[config.mk]
export PLATFORM = sky130hd
export DESIGN_NAME = sri_cell
export DESIGN_NICKNAME = d
export VERILOG_FILES = /design/src/sv/sri_cell.sv
export SDC_FILE = /design/constraint.sdc
export NUM_CORES = 1
export LEC_CHECK = 0
export ABC_AREA = 1
export BUFFER_PORTS_ARGS = -buffer_cell sky130_fd_sc_hd__buf_2
export CORE_MARGIN = 4
export CORE_UTILIZATION = 55
export CTS_CLUSTER_SIZE = 10
export DETAILED_ROUTE_END_ITERATION = 16
export GPL_TIMING_DRIVEN = 0
export PLACE_DENSITY_LB_ADDON = 0.25
export SLEW_MARGIN = 20
export SYNTH_ARGS = -nofsm -noshare
export SYNTH_HDL_FRONTEND = slang
export SYNTH_SLANG_ARGS = --single-unit
[constraint.sdc]
create_clock -name clk -period 3.08 [get_ports clk]
set_input_delay 0.154 -clock clk [delete_from_list [all_inputs] [get_ports clk]]
set_output_delay 0.154 -clock clk [all_outputs]
set_load 0.03 [all_outputs]
[src/sv/sri_cell.sv]
// one cell of the recent-position chain: holds a position and checks spread
module sri_cell #(
  parameter int AW  = 13,
  parameter int SW  = 6,
  parameter int IDX = 0
) (
  input  logic          clk,
  input  logic          shift_en,
  input  logic [AW-1:0] pos_in,
  input  logic [AW-1:0] probe,
  input  logic [SW-1:0] spread,
  input  logic [SW-1:0] n_active,
  output logic [AW-1:0] pos_out,
  output logic          viol
);

  localparam int CW = (AW > SW) ? AW : SW;

  logic [AW-1:0] pos_r;
  logic          viol_r;
  logic [AW-1:0] pos_gap;
  logic          active;
  logic          viol_nxt;

  // distance from the probe to the held position
  always_comb begin
    pos_gap  = (probe > pos_r) ? (probe - pos_r) : (pos_r - probe);
    active   = SW'(IDX) < n_active;
    viol_nxt = active && (CW'(pos_gap) < CW'(spread));
  end

  // held position moves one cell down on each committed (non-rejected) entry
  always_ff @(posedge clk) begin
    if (shift_en) begin
      pos_r <= pos_in;
    end
    viol_r <= viol_nxt;
  end

  assign pos_out = pos_r;
  assign viol    = viol_r;

endmodule

==> results.txt, run 1 <==
The synthesis warning total is 0, and the final net count is 508. In the final routed layout, each cell accounts on average for 13.4 um. The dominant register cell in the synthesized netlist was sky130_fd_sc_hd__edfxtp_1.

After detailed routing, the number of vias per cell comes to 5.12. TritonCTS built the clock tree. The mean cell area of the mapped netlist was 6.25 um^2. During placement, the flow inserted port buffers numbering 53. The commonest cells after synthesis are 127 x sky130_fd_sc_hd__nand2_1, 80 x sky130_fd_sc_hd__inv_1, 30 x sky130_fd_sc_hd__ha_1, 22 x sky130_fd_sc_hd__nand3_1, 15 x sky130_fd_sc_hd__a21oi_1. The number of levels in the clock H-tree came out at 1. Yosys attributes the largest share of cell area to sky130_fd_sc_hd__nand2_1 21%, sky130_fd_sc_hd__edfxtp_1 18%, sky130_fd_sc_hd__ha_1 17%. Most frequent cell on the critical path: sky130_fd_sc_hd__nand2_1. The hold violation total from the final report is 0. At the pin with the least slew margin, the transition time is 0.345 ns.

The number of storage elements in the synthesis netlist came out at 14. In this run the power spent charging and discharging nets is 479 uW. Clock latency on the worst-skew pair, taken at its later pin, is 0.25 ns. Entering global routing, the biggest net connects 14 pins. After synthesis, the netlist uses 32 different library cells.

Static timing analysis puts the maximum clock frequency at 0.341 GHz. For the overall routed net length, the log shows 6450 um. Among all stages on the critical path, the largest delay is contributed by sky130_fd_sc_hd__edfxtp_1. The count of cells along the worst register-to-register path is 21, and the maximum vdd drop is 216 uV. Combinational cells account for 63.0% of the total power.

0 antenna diodes ended up in the layout. The number of buffers inserted during clock tree synthesis came out at 3. The maximum number of buffers from clock root to sink is 2, and the first-pass GRT wire length is 9800 um. The share of synthesized flip-flops with an asynchronous set or reset is 0%, and the number of detailed-routing iterations run before antenna repair is 4. For this design the top-level I/O count stands at 54. By startpoint and endpoint, the worst setup path is classified as reg2reg.

For the data arrival time at the worst-slack endpoint, the log shows 3.12 ns. The final number of max-transition violations is 0. The largest total area in the synthesized netlist belongs to sky130_fd_sc_hd__nand2_1. The total number of vias was 2475. For the global route total overflow, the log shows 0. The floorplan step set the die width to 71.6 um.

In this run the cell area of the synthesized design comes to 2230 um^2. The critical path goes through ha_1, buf_6, nand2_1, nand2_1, nand2_1, nand3_2, nand2_4, nand2_2, nand2_2, buf_6, nand2_1, nand2_1, xnor2_1, inv_1, ha_4, a21oi_2, o21ai_1, o21a_1, nor2_1, nand4_1, nor2_1. The logs give 0.147 ns for the worst-case setup margin in the final layout and 15.0% for the part of the power in the clock network. The floorplan has 22 rows.

For this run, the slowest stage of the critical path takes 0.42 ns. When the netlist entered floorplanning its net count stood at 428. The finished cells cover 2970 um^2. For the via count of the first global-routing pass, the log shows 2268. The top cell type's share of synthesized area was 21.4%. In this run the critical register-to-register path is captured at viol. After detailed routing, the number of remaining DRC violations is 0. Cells with a size suffix above 1 make up 27.6% of the layout. The core footprint was 3770 um^2; the placed instance area was 2550 um^2. The startpoint identified for the worst register-to-register timing path is pos_out[2]. The worst setup path is captured at a flip-flop.

The run gives 4820 um as the post-DP HPWL. Of the total power, the share spent switching nets is 44.2%. The path class of the tightest hold or removal check is in2reg. The cell sitting at the root of the clock tree is a sky130_fd_sc_hd__clkbuf_8. The flop-to-flop setup slack came out at 0.15 ns.

The tools report the endpoint of the most critical setup path as viol. Power spread over the standard cell area amounts to 365 nW/um^2. The synthesized design contains 13 enable-type register cells.

The floorplan step defined a die boundary enclosing 5130 um^2. Initial antenna violation count: 0. Yosys instantiated no cell more often than sky130_fd_sc_hd__nand2_1. The number of setup violations in the final report is 0. The die height is 71.6 um.

The worst setup path is launched from a flip-flop. The minimum setup slack after placement is -0.106 ns. The worst pin sits at a relative slew slack of 76.9%. The total number of clock tree sinks was 14; the reported max-cap violation count was 0. The final clock period utilization by the worst path works out to 95.2%.

The critical path starts at pos_out[2]. For the worst endpoint required time, the log shows 3.26 ns. The flow ran to the end, and the final reports show no timing, DRC or antenna violations. The first routing iteration left 177 violations. The relative contribution of sequential cells to total power was 22.1%; the final estimated routing congestion in global placement was 0.907. The minimum clock period after layout was 2.93 ns; the final worst clock skew was 0.00351 ns. The tools report the total global-route track usage as 23.9%. The post-route antenna net violation count was 0; the leakage power figure was 0.00173 uW. The largest fanout of any net on the critical path was 6; the clock edge transition at the registers on the reported setup and hold paths was 0.06 ns. Compared with the post-synthesis result, the final layout area differs by 33.4%. After synthesis, flip-flops and latches occupy 18.4% of the total area. The run gives 59.0% as the starting density of the core. The internal portion of the total power is 604 uW. Synthesis produced 356 cells.
per-layer routing:
layer  vias to the layer above  wire length [um]  track usage [%]
met5                         -                 0                0
met4                         0               106             6.26
met3                        11               385             3.65
met2                        97              3150             40.0
met1                      1112              2810             31.9
li1                       1255                 -                -
repair_timing:
item                                   CTS  global route
hold buffers                             0             0
setup buffers                            3            19
setup endpoints to repair                1             1
endpoints found under the hold margin    0             0
pin swaps                                2            17
resized for setup                       17            19
cell families after synthesis:
group / Yosys count / share of synthesized area (%)
XOR/XNOR: 7 / 2.75
AND/OR/NAND/NOR: 193 / 38.4
flip-flops: 14 / 18.4
adder cells (fa/ha/maj): 32 / 18.7
AO/OA/AOI/OAI: 25 / 6.86
buffers and inverters: 85 / 14.9
worst max-delay path: cells and delay by family (launching register included):
kind                     cells  cell delay [ns]
AND/OR/NAND/NOR             12             1.00
AO/OA/AOI/OAI                3             0.41
flip-flops                   1             0.42
adder cells (fa/ha/maj)      2             0.56
buffers and inverters        3             0.35
XOR/XNOR                     1             0.12
power by group through the flow:
stage | Combinational, uW | Sequential, uW | Clock [uW]
CTS | 578 | 238 | 166
detailed placement | 544 | 239 | 0
finish | 682 | 239 | 162
floorplan | 375 | 267 | 0
global placement | 531 | 238 | 0
global route | 753 | 241 | 174
layout by cell type (no fill, tap or decap), types with 3 or more instances in the layout:
cell	instances
sky130_fd_sc_hd__nand3_2	3
sky130_fd_sc_hd__xnor2_1	3
sky130_fd_sc_hd__nor2_1	14
sky130_fd_sc_hd__nand3_1	22
sky130_fd_sc_hd__nand4_1	10
sky130_fd_sc_hd__edfxtp_1	13
sky130_fd_sc_hd__a21oi_1	14
sky130_fd_sc_hd__nand2_2	8
sky130_fd_sc_hd__ha_4	12
sky130_fd_sc_hd__buf_6	4
sky130_fd_sc_hd__ha_1	17
sky130_fd_sc_hd__nor2_4	3
sky130_fd_sc_hd__nand2_1	123
sky130_fd_sc_hd__xor2_1	4
sky130_fd_sc_hd__inv_1	80
sky130_fd_sc_hd__nand2_4	3
sky130_fd_sc_hd__buf_4	21
sky130_fd_sc_hd__clkbuf_8	3
sky130_fd_sc_hd__buf_2	53
area by class of cell:
cell class                 count  area [um^2]
tap                           48         60.1
clock buffer                   4         45.0
inverter                      82          308
multi-input combinational    257         1680
buffer                         3         33.8
timing repair buffer          75          434
sequential                    14          410
fill                         314          802
state kept, by name, indices dropped and copies added (netlist names):
signal	count
pos_out	13
viol	1
worst min path at each step:
stage	depth (start not counted)	endpoint	from	slack [ns]
after floorplan	0	pos_out[0]	pos_in[0]	0.25
after global placement	1	pos_out[1]	pos_in[1]	0.33
after detailed placement	1	pos_out[7]	pos_in[7]	0.33
after CTS	1	pos_out[6]	pos_in[6]	0.07
after global routing	1	pos_out[0]	pos_in[0]	0.07
final	1	pos_out[6]	pos_in[6]	0.08
metrics by stage:
step / cells / TNS [ns] / utilization (%) / total power [uW] / hold slack [ns]
after floorplan: 356 / 0 / - / 641 / 0.253
after global placement: 457 / -0.0366 / 67.7 / 769 / 0.330
after detailed placement: 457 / -0.106 / 67.7 / 783 / 0.333
after CTS: 464 / 0 / 72.2 / 982 / 0.0733
after global routing: 483 / -0.0927 / 78.7 / 1170 / 0.0678
final: 483 / 0 / 78.7 / 1080 / 0.0755
(Power assumes the default switching activity.)
==> inputs of run 2 (changes only) <==
==> constraint.sdc (replaced) <==
create_clock -name clk -period 3.08 [get_ports clk]
set_input_delay 0.154 -clock clk [delete_from_list [all_inputs] [get_ports clk]]
set_output_delay 0.154 -clock clk [all_outputs]
set_load 0.1 [all_outputs]
==> run 2 against run 1 <==
  * Count of clock-buffer cells in the layout stayed put
  * Clock power is 19% higher
  * Total power is 8.0% higher
  * Via count is 0.97% lower
  * Register-to-register slack worse by 0.02 ns
  * First-iteration DRC count is 28% higher
  * Critical path type unchanged
  * Combinational power is 8.4% higher
  * Critical endpoint unchanged
  * Clock skew is 0.0079 ns higher
==> results.txt, run 2 (synthesis gave the netlist of run 1 again) <==
The most common cell after layout, fill and taps aside is sky130_fd_sc_hd__nand2_1. The global route total overflow was 0 (unchanged); the flip-flop count of the largest register after layout was 13 (unchanged). The violation count after the first detailed-route iteration is 227 (+28%).

Clock tree synthesis selected as its root buffer the cell sky130_fd_sc_hd__clkbuf_8. The number of levels in the clock H-tree is 1 (unchanged). Horizontal die dimension: 71.6 um (unchanged). STA classifies the critical path endpoint as a flip-flop. The total number of vias was 2451 (-0.97%); the final clock period utilization by the worst path was 96.0% (+0.80 points).

The total number of clock tree sinks is 14 (unchanged). In the layout the commonest cells are 122 x sky130_fd_sc_hd__nand2_1, 78 x sky130_fd_sc_hd__inv_1, 53 x sky130_fd_sc_hd__buf_2. The logs give 59.0% (unchanged) for the starting density of the core and 0.26 ns (about the same) for the source-to-sink clock delay at the later pin of the worst-skew pair.

The final net count was 498 (-2.0%). Die height: 71.6 um (unchanged). The leakage power figure was 0.00169 uW (-1.8%); the number of diodes added for antenna fixing was 0 (unchanged). The maximum number of pins on one net before global-route repair was 14 (unchanged). The initial antenna violation count is 0 (unchanged). The maximum number of buffers from clock root to sink came out at 2 (unchanged). The via-per-instance ratio is 5.18 (+1.1%), and the final estimated routing congestion in global placement is 0.942 (+3.9%). The tools report the first-pass GRT wire length as 9660 um (-1.5%). The detail-routed net length per standard cell was 13.2 um (-1.5%).

The worst hold path belongs to the class in2reg. The logs give 22 (unchanged) for the number of placement rows and 0.338 GHz (-0.83%) for the fmax. The post-route antenna net violation count is 0 (unchanged).

The core footprint was 3770 um^2 (unchanged); the number of remaining DRC errors was 0 (unchanged). The worst-case hold slack is 0.0653 ns (-0.0102 ns). The count of input and output buffers was 53 (unchanged); the minimum clock period after layout was 2.96 ns (+0.0246 ns). The fraction of layout cells with a size suffix above 1 came out at 27.1% (-0.53 points). The run gives 4820 um (about the same) as the post-DP HPWL. The layout-stage area growth over the synthesis result is 32.3%, and the final worst clock skew is 0.0114 ns (+0.00794 ns). The logs give 3.28 ns (+0.02 ns) for the worst endpoint required time and 0 (unchanged) for the quantity of hold-fixing buffers added after cts. The via count of the first global-routing pass is 2197 (-3.1%), and the overall routed net length is 6220 um (-3.6%).

The data arrival time at the worst-slack endpoint was 3.16 ns (+0.04 ns). The run gives 7 (+3) as the number of detailed-routing iterations run before antenna repair. TritonCTS built the clock tree. The run gives 240 uV (+11%) as the maximum vdd drop. The flow ran to the end, and the final reports show no timing, DRC or antenna violations.

The logs give 0 (unchanged) for the final number of max-transition violations and 0 (unchanged) for the reported max-cap violation count. The clock edge transition at the registers on the reported setup and hold paths came out at 0.07 ns (about the same). The tools report the hold violation total from the final report as 0 (unchanged).

The largest fanout of any net on the critical path came out at 7 (+1). Startpoint class of the critical path: a flip-flop. The number of buffers inserted during clock tree synthesis was 3 (unchanged). The cell area power density was 397 nW/um^2 (+8.9%). For the number of setup violations in the final report, the log shows 0 (unchanged).

By startpoint and endpoint, the worst setup path is classified as reg2reg. Actual slew at the worst max-slew pin: 0.495 ns (+0.150 ns). The run gives 5130 um^2 (unchanged) as the area of the die.

The worst max-slew margin expressed relative to the limit was 67.2% (-9.7 points); the utilization after layout was 78.1% (-0.63 points). The number of ports placed on the die boundary is 54 (unchanged), and the total global-route track usage is 23.5% (-0.41 points). The accumulated negative setup slack came out at 0 ns (unchanged).
## run 2: timing repair
item	CTS	global route
setup endpoints to repair	0	1
resized for setup	0	24
buffers inserted	0	12
## run 2: through the flow
stage | total power, uW | cell area (um^2) | setup slack (ns) | instances
2_1_floorplan | 747 | 2320 | -0.225 | 356
3_3_place_gp | 875 | 2650 | 0.0754 | 457
3_5_place_dp | 891 | 2650 | 0.0705 | 457
4_1_cts | 1080 | 2700 | 0.0348 | 461
5_1_grt | 1260 | 2950 | -0.0331 | 473
6_report | 1170 | 2950 | 0.123 | 473
## run 2: critical path, cell delays in order (launching register included)
cell and delay [ns]:
sky130_fd_sc_hd__edfxtp_1 0.44, sky130_fd_sc_hd__ha_4 0.34, sky130_fd_sc_hd__nand2_2 0.09, sky130_fd_sc_hd__inv_1 0.08, sky130_fd_sc_hd__nand2_1 0.08, sky130_fd_sc_hd__nand2_2 0.12
sky130_fd_sc_hd__a21oi_4 0.08, sky130_fd_sc_hd__buf_4 0.15, sky130_fd_sc_hd__a21oi_4 0.20, sky130_fd_sc_hd__nand2_1 0.06, sky130_fd_sc_hd__and2_1 0.14, sky130_fd_sc_hd__xor2_1 0.13
sky130_fd_sc_hd__inv_1 0.08, sky130_fd_sc_hd__ha_4 0.22, sky130_fd_sc_hd__a21oi_1 0.14, sky130_fd_sc_hd__o21ai_1 0.08, sky130_fd_sc_hd__o21a_1 0.19, sky130_fd_sc_hd__nor2_1 0.08
sky130_fd_sc_hd__nand4_1 0.08, sky130_fd_sc_hd__nor2_1 0.10
## run 2: cell type report
type | count | area (um^2)
tap | 48 | 60.1
multi-input combinational | 258 | 1730
inverter | 82 | 308
fill | 305 | 826
buffer | 2 | 26.3
timing repair buffer | 65 | 355
sequential | 14 | 410
clock buffer | 4 | 55.1
## run 2: per-layer routing
layer	up-vias	track usage [%]	share of wire (%)
met5	-	0	0
met2	108	40.1	48
met4	0	5.43	1.8
li1	1233	-	-
met1	1092	30.8	42
met3	18	3.93	8.1
## run 2: path summary, 6_finish.rpt
check	start	end	slack, ns	cells after the start
max	pos_out[7]	viol	0.12	19
min	pos_in[10]	pos_out[10]	0.07	1
max reg2reg	pos_out[7]	viol	0.12	19
min reg2reg	pos_out[10]	viol	0.98	5
## run 2: power by group
part,internal [uW],switching (uW)
registers,225,15.0
logic,275,464
clock network,114,78.6
